--- src/design/dtmf_pkg.sv ---
// ---------------------------------------------------------------------------
// dtmf_pkg
// Constants and types shared by the minifloat rounding core.
// ---------------------------------------------------------------------------
package dtmf_pkg;

	typedef enum logic {
		REG_EXPONENT_WIDTH = 1'b0,
		REG_MANTISSA_WIDTH = 1'b1
	} cfg_reg_t;

	localparam logic [10:0] EXP_ALL_ONES = 11'h7FF;
	localparam logic signed [11:0] EXP_BIAS = 12'sd1023;
	localparam logic [19:0] SMALL_FRAC_MASK = 20'hFFFFF;

	localparam logic [3:0] EW_RESET = 4'd8;
	localparam logic [4:0] MW_RESET = 5'd23;

	localparam logic [10:0] SP_MAX_FIELD = 11'd1150;
	localparam logic [10:0] SP_MIN_NORM_FIELD = 11'd897;
	localparam logic [10:0] SP_MIN_KEEP_FIELD = 11'd873;
	localparam logic [5:0] SP_BASE_DROP = 6'd29;
	localparam logic signed [11:0] SP_MAX_EXP = 12'sd127;

endpackage

--- src/design/dtmf_lead_one.sv ---
// ---------------------------------------------------------------------------
// dtmf_lead_one
// Priority encoder giving the position of the most significant set bit.
// ---------------------------------------------------------------------------
module dtmf_lead_one #(
	parameter int W = 25
) (
	input  logic [W-1:0]         vec,
	output logic [$clog2(W)-1:0] pos
);

	always_comb begin
		pos = '0;
		for (int i = 1; i < W; i++) begin
			if (vec[i]) begin
				pos = ($clog2(W))'(i);
			end
		end
	end

endmodule

--- src/design/double_to_minifloat_rounding_core.sv ---
// ---------------------------------------------------------------------------
// double_to_minifloat_rounding_core
// Quantizes binary64 values to a configurable small float format.
// ---------------------------------------------------------------------------
// Input beats arrive on s_tvalid/s_tready/s_tdata, one binary64 pattern each.
// Results leave on m_tvalid/m_tready/m_tdata with m_tuser set when the
// configured widths are unsupported, in which case the data is zero.
// The format registers are written over cfg_valid/cfg_index/cfg_data, which
// is always ready; write them only while no beat is in flight.
// The datapath is three register stages: decode and first rounding, range
// handling and second rounding, then leading-one normalization into the
// output register. A new beat can enter every cycle while s_tready is high,
// so throughput is one beat per cycle while the receiver keeps up.
// When the receiver stalls, each stage holds its beat and s_tready falls
// only once all three stages are full; nothing is dropped or repeated.
// Reset empties the pipeline and loads exponent width 8 and mantissa
// width 23, which selects IEEE single precision with ties to even.
// ---------------------------------------------------------------------------
module double_to_minifloat_rounding_core (
	input  logic        clk,
	input  logic        arst_n,
	input  logic        s_tvalid,
	output logic        s_tready,
	input  logic [63:0] s_tdata,   // value_bits
	output logic        m_tvalid,
	input  logic        m_tready,
	output logic [63:0] m_tdata,   // rounded_bits
	output logic        m_tuser,   // format_error
	input  logic        cfg_valid,
	output logic        cfg_ready,
	input  logic        cfg_index,
	input  logic [4:0]  cfg_data
);

	logic [3:0] ew_q;
	logic [4:0] mw_q;

	logic en1, en2, en3;
	logic v_s1, v_s2;

	assign cfg_ready = 1'b1;

	always_ff @(posedge clk or negedge arst_n) begin
		if (!arst_n) begin
			ew_q <= dtmf_pkg::EW_RESET;
			mw_q <= dtmf_pkg::MW_RESET;
		end else if (cfg_valid) begin
			unique case (dtmf_pkg::cfg_reg_t'(cfg_index))
				dtmf_pkg::REG_EXPONENT_WIDTH: ew_q <= cfg_data[3:0];
				dtmf_pkg::REG_MANTISSA_WIDTH: mw_q <= cfg_data;
			endcase
		end
	end

	assign en3 = !m_tvalid || m_tready;
	assign en2 = !v_s2 || en3;
	assign en1 = !v_s1 || en2;
	assign s_tready = en1;

	// Stage 1: classification, single precision alignment, small-format rounding.
	logic [10:0] e_in;
	logic [51:0] f_in;
	logic sign_in;
	logic signed [11:0] ex_in;
	logic single_in, err_in, zero_in;
	logic spfix_in;
	logic [63:0] spfix_val_in;
	logic [5:0] drop_in;
	logic [10:0] extra_in;
	logic [52:0] sig_in, shifted_in;
	logic guard_in, sticky_in, sp_rnd_in;
	logic signed [11:0] sp_lsb_in;
	logic signed [11:0] max_exp_in, min_exp_in, min_sub_in;
	logic [19:0] frac20_in, mant0_in, rvec_in;
	logic [20:0] mant1_in, max_mant_in;
	logic signed [11:0] sm_expo_in;
	logic [19:0] sm_mant_in;

	always_comb begin
		e_in = s_tdata[62:52];
		f_in = s_tdata[51:0];
		sign_in = s_tdata[63];
		ex_in = $signed({1'b0, e_in}) - dtmf_pkg::EXP_BIAS;
		single_in = (ew_q == 4'd8) && (mw_q == 5'd23);
		err_in = !(single_in || (ew_q >= 4'd2 && ew_q <= 4'd8 && mw_q <= 5'd19));
		zero_in = (s_tdata[62:0] == 63'd0);

		spfix_in = 1'b1;
		spfix_val_in = {sign_in, 63'd0};
		if (e_in == dtmf_pkg::EXP_ALL_ONES) begin
			if (f_in == 52'd0) begin
				spfix_val_in = {sign_in, dtmf_pkg::EXP_ALL_ONES, 52'd0};
			end else begin
				spfix_val_in = {sign_in, dtmf_pkg::EXP_ALL_ONES, 1'b1, f_in[50:29], 29'd0};
			end
		end else if (e_in == 11'd0) begin
			spfix_val_in = {sign_in, 63'd0};
		end else if (e_in > dtmf_pkg::SP_MAX_FIELD) begin
			spfix_val_in = {sign_in, dtmf_pkg::EXP_ALL_ONES, 52'd0};
		end else if (e_in < dtmf_pkg::SP_MIN_KEEP_FIELD) begin
			spfix_val_in = {sign_in, 63'd0};
		end else begin
			spfix_in = 1'b0;
		end

		extra_in = dtmf_pkg::SP_MIN_NORM_FIELD - e_in;
		if (e_in < dtmf_pkg::SP_MIN_NORM_FIELD) begin
			drop_in = dtmf_pkg::SP_BASE_DROP + {1'b0, extra_in[4:0]};
		end else begin
			drop_in = dtmf_pkg::SP_BASE_DROP;
		end
		sig_in = {1'b1, f_in};
		shifted_in = sig_in >> drop_in;
		guard_in = sig_in[drop_in - 6'd1];
		sticky_in = |(sig_in & ((53'd1 << (drop_in - 6'd1)) - 53'd1));
		sp_rnd_in = guard_in && (sticky_in || shifted_in[0]);
		sp_lsb_in = ex_in - 12'sd52 + $signed({6'd0, drop_in});

		max_exp_in = $signed(12'd1 << (ew_q - 4'd1)) - 12'sd1;
		min_exp_in = 12'sd1 - max_exp_in;
		min_sub_in = min_exp_in - $signed({7'd0, mw_q});

		frac20_in = s_tdata[51:32] & dtmf_pkg::SMALL_FRAC_MASK;
		mant0_in = frac20_in >> (5'd20 - mw_q);
		rvec_in = frac20_in >> (5'd19 - mw_q);
		mant1_in = {1'b0, mant0_in} + {20'd0, rvec_in[0]};
		max_mant_in = (21'd1 << mw_q) - 21'd1;
		if (mant1_in > max_mant_in) begin
			sm_mant_in = 20'd0;
			sm_expo_in = ex_in + 12'sd1;
		end else begin
			sm_mant_in = mant1_in[19:0];
			sm_expo_in = ex_in;
		end
	end

	logic err_s1, zero_s1, single_s1, sign_s1;
	logic spfix_s1, sp_rnd_s1, sm_fnz_s1;
	logic [63:0] spfix_val_s1;
	logic [23:0] sp_q_s1;
	logic signed [11:0] sp_lsb_s1, sm_expo_s1, sm_orig_s1;
	logic signed [11:0] max_exp_s1, min_exp_s1, min_sub_s1;
	logic [19:0] sm_mant_s1;
	logic [4:0] mw_s1;

	always_ff @(posedge clk or negedge arst_n) begin
		if (!arst_n) begin
			v_s1 <= 1'b0;
		end else if (en1) begin
			v_s1 <= s_tvalid;
		end
	end

	always_ff @(posedge clk) begin
		if (en1) begin
			err_s1 <= err_in;
			zero_s1 <= zero_in;
			single_s1 <= single_in;
			sign_s1 <= sign_in;
			spfix_s1 <= spfix_in;
			spfix_val_s1 <= spfix_val_in;
			sp_q_s1 <= shifted_in[23:0];
			sp_rnd_s1 <= sp_rnd_in;
			sp_lsb_s1 <= sp_lsb_in;
			sm_expo_s1 <= sm_expo_in;
			sm_orig_s1 <= ex_in;
			sm_mant_s1 <= sm_mant_in;
			sm_fnz_s1 <= (f_in != 52'd0);
			max_exp_s1 <= max_exp_in;
			min_exp_s1 <= min_exp_in;
			min_sub_s1 <= min_sub_in;
			mw_s1 <= mw_q;
		end
	end

	// Stage 2: single precision increment, small-format range handling.
	logic [24:0] sp_q2_mid;
	logic signed [11:0] sm_expo_mid, min_sub_m1_mid;
	logic [19:0] sm_mant_mid, shvec_mid, max_mant_mid;
	logic [20:0] sm_m2_mid;
	logic sm_renorm_mid, above_mid;
	logic [4:0] shift_mid;
	logic signed [11:0] shift_wide_mid;

	always_comb begin
		sp_q2_mid = {1'b0, sp_q_s1} + {24'd0, sp_rnd_s1};
		sm_expo_mid = sm_expo_s1;
		sm_mant_mid = sm_mant_s1;
		sm_m2_mid = 21'd0;
		sm_renorm_mid = 1'b0;
		max_mant_mid = (20'd1 << mw_s1) - 20'd1;
		min_sub_m1_mid = min_sub_s1 - 12'sd1;
		above_mid = !sign_s1 && ((sm_orig_s1 > min_sub_m1_mid) ||
			(sm_orig_s1 == min_sub_m1_mid && sm_fnz_s1));
		shift_wide_mid = min_exp_s1 - sm_expo_s1;
		shift_mid = shift_wide_mid[4:0];
		shvec_mid = sm_mant_s1 >> (shift_mid - 5'd1);
		if (sm_expo_s1 > max_exp_s1) begin
			sm_expo_mid = max_exp_s1;
			sm_mant_mid = max_mant_mid;
		end else if (sm_expo_s1 < min_sub_s1) begin
			sm_expo_mid = above_mid ? min_sub_s1 : -dtmf_pkg::EXP_BIAS;
			sm_mant_mid = 20'd0;
		end else if (sm_expo_s1 < min_exp_s1) begin
			if (shvec_mid[0]) begin
				sm_renorm_mid = 1'b1;
				sm_m2_mid = (({1'b0, sm_mant_s1} | (21'd1 << mw_s1)) >> shift_mid) + 21'd1;
			end else begin
				sm_mant_mid = sm_mant_s1 & ~((20'd1 << shift_mid) - 20'd1);
			end
		end
	end

	logic err_s2, zero_s2, single_s2, sign_s2, spfix_s2, sm_renorm_s2;
	logic [63:0] spfix_val_s2;
	logic [24:0] sp_q2_s2;
	logic signed [11:0] sp_lsb_s2, sm_expo_s2, min_sub_s2;
	logic [19:0] sm_mant_s2;
	logic [20:0] sm_m2_s2;
	logic [4:0] mw_s2;

	always_ff @(posedge clk or negedge arst_n) begin
		if (!arst_n) begin
			v_s2 <= 1'b0;
		end else if (en2) begin
			v_s2 <= v_s1;
		end
	end

	always_ff @(posedge clk) begin
		if (en2) begin
			err_s2 <= err_s1;
			zero_s2 <= zero_s1;
			single_s2 <= single_s1;
			sign_s2 <= sign_s1;
			spfix_s2 <= spfix_s1;
			spfix_val_s2 <= spfix_val_s1;
			sp_q2_s2 <= sp_q2_mid;
			sp_lsb_s2 <= sp_lsb_s1;
			sm_expo_s2 <= sm_expo_mid;
			sm_mant_s2 <= sm_mant_mid;
			sm_m2_s2 <= sm_m2_mid;
			sm_renorm_s2 <= sm_renorm_mid;
			min_sub_s2 <= min_sub_s1;
			mw_s2 <= mw_s1;
		end
	end

	// Stage 3: normalization and result assembly.
	logic [4:0] sp_p, sm_p;
	logic signed [11:0] sp_top_exp, sp_field, sm_expo_fin, sm_field;
	logic [52:0] sp_norm;
	logic [63:0] sp_res, res_fin;
	logic [19:0] sm_mant_fin;
	logic [20:0] sm_norm;
	logic [31:0] sm_upper;

	dtmf_lead_one #(.W(25)) u_sp_lead (
		.vec (sp_q2_s2),
		.pos (sp_p)
	);

	dtmf_lead_one #(.W(21)) u_sm_lead (
		.vec (sm_m2_s2),
		.pos (sm_p)
	);

	always_comb begin
		sp_top_exp = sp_lsb_s2 + $signed({7'd0, sp_p});
		sp_field = sp_top_exp + dtmf_pkg::EXP_BIAS;
		sp_norm = {28'd0, sp_q2_s2} << (6'd52 - {1'b0, sp_p});
		if (spfix_s2) begin
			sp_res = spfix_val_s2;
		end else if (sp_q2_s2 == 25'd0) begin
			sp_res = {sign_s2, 63'd0};
		end else if (sp_top_exp > dtmf_pkg::SP_MAX_EXP) begin
			sp_res = {sign_s2, dtmf_pkg::EXP_ALL_ONES, 52'd0};
		end else begin
			sp_res = {sign_s2, sp_field[10:0], sp_norm[51:0]};
		end

		sm_norm = sm_m2_s2 << (mw_s2 - sm_p);
		if (sm_renorm_s2) begin
			sm_expo_fin = min_sub_s2 + $signed({7'd0, sm_p});
			sm_mant_fin = sm_norm[19:0] & ((20'd1 << mw_s2) - 20'd1);
		end else begin
			sm_expo_fin = sm_expo_s2;
			sm_mant_fin = sm_mant_s2;
		end
		sm_field = sm_expo_fin + dtmf_pkg::EXP_BIAS;
		sm_upper = {sign_s2, sm_field[10:0], sm_mant_fin << (5'd20 - mw_s2)};

		if (err_s2 || zero_s2) begin
			res_fin = 64'd0;
		end else if (single_s2) begin
			res_fin = sp_res;
		end else begin
			res_fin = {sm_upper, 32'd0};
		end
	end

	always_ff @(posedge clk or negedge arst_n) begin
		if (!arst_n) begin
			m_tvalid <= 1'b0;
		end else if (en3) begin
			m_tvalid <= v_s2;
		end
	end

	always_ff @(posedge clk) begin
		if (en3) begin
			m_tdata <= res_fin;
			m_tuser <= err_s2;
		end
	end

endmodule

--- config.mk ---
export PLATFORM = sky130hd
export DESIGN_NAME = double_to_minifloat_rounding_core
export DESIGN_NICKNAME = d
export VERILOG_FILES = /design/src/design/dtmf_pkg.sv /design/src/design/dtmf_lead_one.sv /design/src/design/double_to_minifloat_rounding_core.sv
export SDC_FILE = /design/constraint.sdc
export NUM_CORES = 1
export LEC_CHECK = 0
export BUFFER_PORTS_ARGS = -buffer_cell sky130_fd_sc_hd__buf_2
export CAP_MARGIN = 10
export CORE_MARGIN = 5
export CORE_UTILIZATION = 64
export DETAILED_ROUTE_END_ITERATION = 7
export PLACE_DENSITY = 0.87
export SYNTH_ARGS = -nofsm -noshare
export SYNTH_HDL_FRONTEND = slang
export SYNTH_SLANG_ARGS = --single-unit
--- constraint.sdc ---
create_clock -name clk -period 8.5 [get_ports clk]
set_input_delay 1.275 -clock clk [delete_from_list [all_inputs] [get_ports clk]]
set_output_delay 1.275 -clock clk [all_outputs]
set_load 0.01 [all_outputs]
==> impl_metrics.yaml <==
synth:
  synth_top_cell_by_area: "edfxtp_1"
  syn_avg_cell_area_um2: 9.29
  synth_top_flop_cell: "edfxtp_1"
  synth_top_area_frac: 0.319
  synth_warnings: 0
  yosys.cell_types.count: 107
  synth-edff-count: 351
  ys_top_cells_by_area: "edfxtp_1 (32%), mux4_2 (8.0%), mux2i_1 (5.9%)"
  ys_async_sr_fraction: 0.0331
  synth_area_um2: 33100
  synth_cells: 3560
  seq_area_frac_synth: 0.328
  synth-seq-cells: 363
power:
  vdd_ir_drop_max_mv: 0.185
  p_total_mw: 10.5
  cellPowerDensity_nw_per_um2: 295
  leakagePower_nw: 14.0
placed_design:
  gp_congestion: 1.02
  hpwl_um: 75700
  portBuffers: 141
cts:
  post_cts_buffers: 0
  clk_path_buf_depth: 3
  cts-root-buf: "clkbuf_16"
  cts.sinks: 363
  cts.clk_slew.worst_paths_ns: 0.06
  cts-htree-levels: 2
  cts_resized: 0
  cts_inserted_buffers: 38
  insertion_delay_ns: 0.59
  cts_tree: "yes"
  cts_hold_buf: 0
timing:
  relSlewSlack: 0.298
  final_max_slew_viol_count: 0
  max_freq_mhz: 138
  tightest_slew_ns: 1.04
  fin_crit_ns: 7.23
  timing.final.crit_share: 0.850
  hold_viol: 0
  rsz0062_at_grt: "false"
  fin_skew_ns: 0.0508
  setup_viol: 0
  fin_tns_setup_ns: 0
worst_setup_path:
  start_kind: "flop"
  critPathArrivalTime_ns: 7.51
  critPathMaxStageDelay_ns: 0.83
  cp_max_fo: 26
  r2r-start: "mw_q[2]"
  cp-startpoint: "mw_q[2]"
  cp_num_buf_inv: 3
  criticalPathCategory: "flop to flop"
  crit_family: "simple AND/OR/NAND/NOR gates"
  rr_endpoint: "sm_expo_s1[10]"
  path_cells: "inv_1 -> ha_1 -> inv_1 -> o21ai_0 -> o211ai_1 -> or3b_2 -> nor4_2 -> nand2_1 -> nor3_1 -> xor2_1 -> nor2_1 -> ha_1 -> nand4_1 -> o21ai_0 -> a21oi_1 -> a21oi_1 -> o31a_1 -> buf_4 -> nor4bb_1 -> nand3_1 -> xnor2_1"
  worstSetupEndpoint: "sm_expo_s1[10]"
  ff2ff_setup_slack_ns: 1.27
  crit_required_ns: 8.78
  path_depth: 21
  worst_path_max_delay_cell: "dfstp_2"
  endpoint_kind: "flop"
  worst_r2r_path_depth: 21
global_route:
  grt-ovfl-total: 0
  antenna_found_initial: 1
  grt_start_max_net_pins: 83
  grt_pass1_vias: 28190
  grt.total_usage: 0.356
  grt_pass1_wl_um: 161000
floorplanning:
  dieArea_um2: 56300
  die_y_um: 237
  die_x_um: 237
  core_area_um2: 51200
  rows: 83
  num_io_pins: 143
  initial_core_util: 0.646
routing:
  vias: 30520
  routedWlPerCell_um: 24.4
  drtPass1Iterations: 7
  drtIter0Drc: 5367
  drt_wl_total_um: 104000
  drcViolationCount: 0
  ant_nets: 0
  viasPerCell: 7.14
layout:
  diodes: 0
  num-nets-final: 3798
  area_growth_pct: 7.25
  drive_gt1_frac: 0.134
run_status:
  status: "finished clean"
flow_run:
  cap_viol_max_count: 0
hold_path:
  hold_path_class: "flop to flop"
[registers in the layout, indices dropped and copies added, names as in the netlist, 4 cells and up]
register / cells
sp_lsb_s2: 12
sm_mant_s2: 20
spfix_val_s1: 25
sm_expo_s1: 12
sp_q_s1: 24
spfix_val_s2: 25
mw_s2: 5
sm_mant_s1: 20
min_sub_s1: 12
sm_expo_s2: 11
mw_s1: 5
max_exp_s1: 12
sm_orig_s1: 12
mw_q: 5
ew_q: 4
min_sub_s2: 11
m_tdata: 64
sp_q2_s2: 25
min_exp_s1: 11
sm_m2_s2: 21
sp_lsb_s1: 12
[metal layers]
layer | part of all wire | track usage | up-vias
met2 | 0.44 | 0.552 | 2387
met5 | 0.00012 | 0 | -
met3 | 0.13 | 0.0708 | 484
li1 | - | - | 13443
met4 | 0.050 | 0.135 | 2
met1 | 0.38 | 0.499 | 14204
[worst reg2reg max path, delay by kind of cell (launching register included)]
| kind | cells | cell delay [ns] |
|---|---|---|
| AND/OR/NAND/NOR | 8 | 2.46 |
| AO/OA/AOI/OAI | 6 | 1.26 |
| XOR/XNOR | 2 | 0.37 |
| buffers and inverters | 3 | 1.03 |
| flip-flops | 1 | 0.83 |
| adder cells (fa/ha/maj) | 2 | 0.99 |
[placed cells by master (no fill, tap or decap), drive strengths merged, types with 62 or more instances in the layout]
cell type / instances
nand2: 376
o21ai: 160
mux2i: 196
inv: 168
nor3: 109
xnor2: 133
edfxtp: 351
a21oi: 226
ha: 155
buf: 189
nand3: 101
mux4: 118
nor2: 286
xor2: 62
and3: 62
[cells by family (layout without fill, tap and decap cells)]
family | after synthesis | count (layout) | share of synthesized area
AOI/OAI and AO/OA | 860 | 860 | 0.176
xor gates and xnor gates | 198 | 198 | 0.0544
adders and majority gates | 161 | 161 | 0.0623
buffers and inverters | 402 | 427 | 0.0489
DFF | 363 | 363 | 0.328
muxes | 340 | 340 | 0.149
other | 2 | 9 | 0.000227
and+or+nand+nor | 1234 | 1234 | 0.181
[worst min path at each step]
stage,slack [ns],cells past startpoint,end,from
after global placement,0.40,0,sp_lsb_s2[4],sp_lsb_s1[4]
final,0.42,0,spfix_val_s2[30],spfix_val_s1[30]
after detailed placement,0.40,0,spfix_val_s2[31],spfix_val_s1[31]
after floorplan,0.40,0,err_s2,err_s1
after CTS,0.42,0,spfix_val_s2[30],spfix_val_s1[30]
after global routing,0.43,0,sp_lsb_s2[8],sp_lsb_s1[8]
[cell type report]
class	count	area (µm²)
multi-input combinational	2802	20700
fill	3687	15700
sequential	363	10800
timing repair buffer	189	1070
clock buffer	41	962
tap	680	851
inverter	168	631
clock inverter	29	413
[per-stage QoR]
stage               worst slack (ns)  cell area (µm²)   util  hold WS, ns  instances
floorplan                      0.932            33100      -        0.400       3567
global route                   0.650            35500  0.693        0.428       4272
global placement                1.37            34100  0.666        0.402       4202
finish                          1.27            35500  0.693        0.420       4272
CTS                             1.42            35500  0.693        0.419       4272
detailed placement              1.34            34100  0.666        0.405       4202
[report_power, final]
group | switching [mW] | internal [mW] | leakage (nW)
clock | 0.740 | 1.11 | 0.663
sequential | 0.424 | 2.48 | 3.83
combinational | 3.52 | 2.18 | 9.50
[synthesized netlist by cell type (23+ instances only)]
cell type  count
nand4_1       36
a211oi_1      41
mux2i_1      195
a31oi_1       45
or3_1         24
nand2_1      376
buf_2         28
nand2b_1      27
o21ai_0      156
nor2_1       285
xor2_1        61
xnor2_1      131
ha_1         155
and3_1        62
clkbuf_1     171
mux4_2       118
o22ai_1       33
nor3_1       107
inv_1        156
o21a_1        23
nor2b_1       53
a21oi_1      224
mux2_2        26
and2_1        45
o211ai_1      28
nand3_1      101
edfxtp_1     351
a21o_1        33
nor4_1        41
No activity file was read; power rests on OpenSTA's default activity.
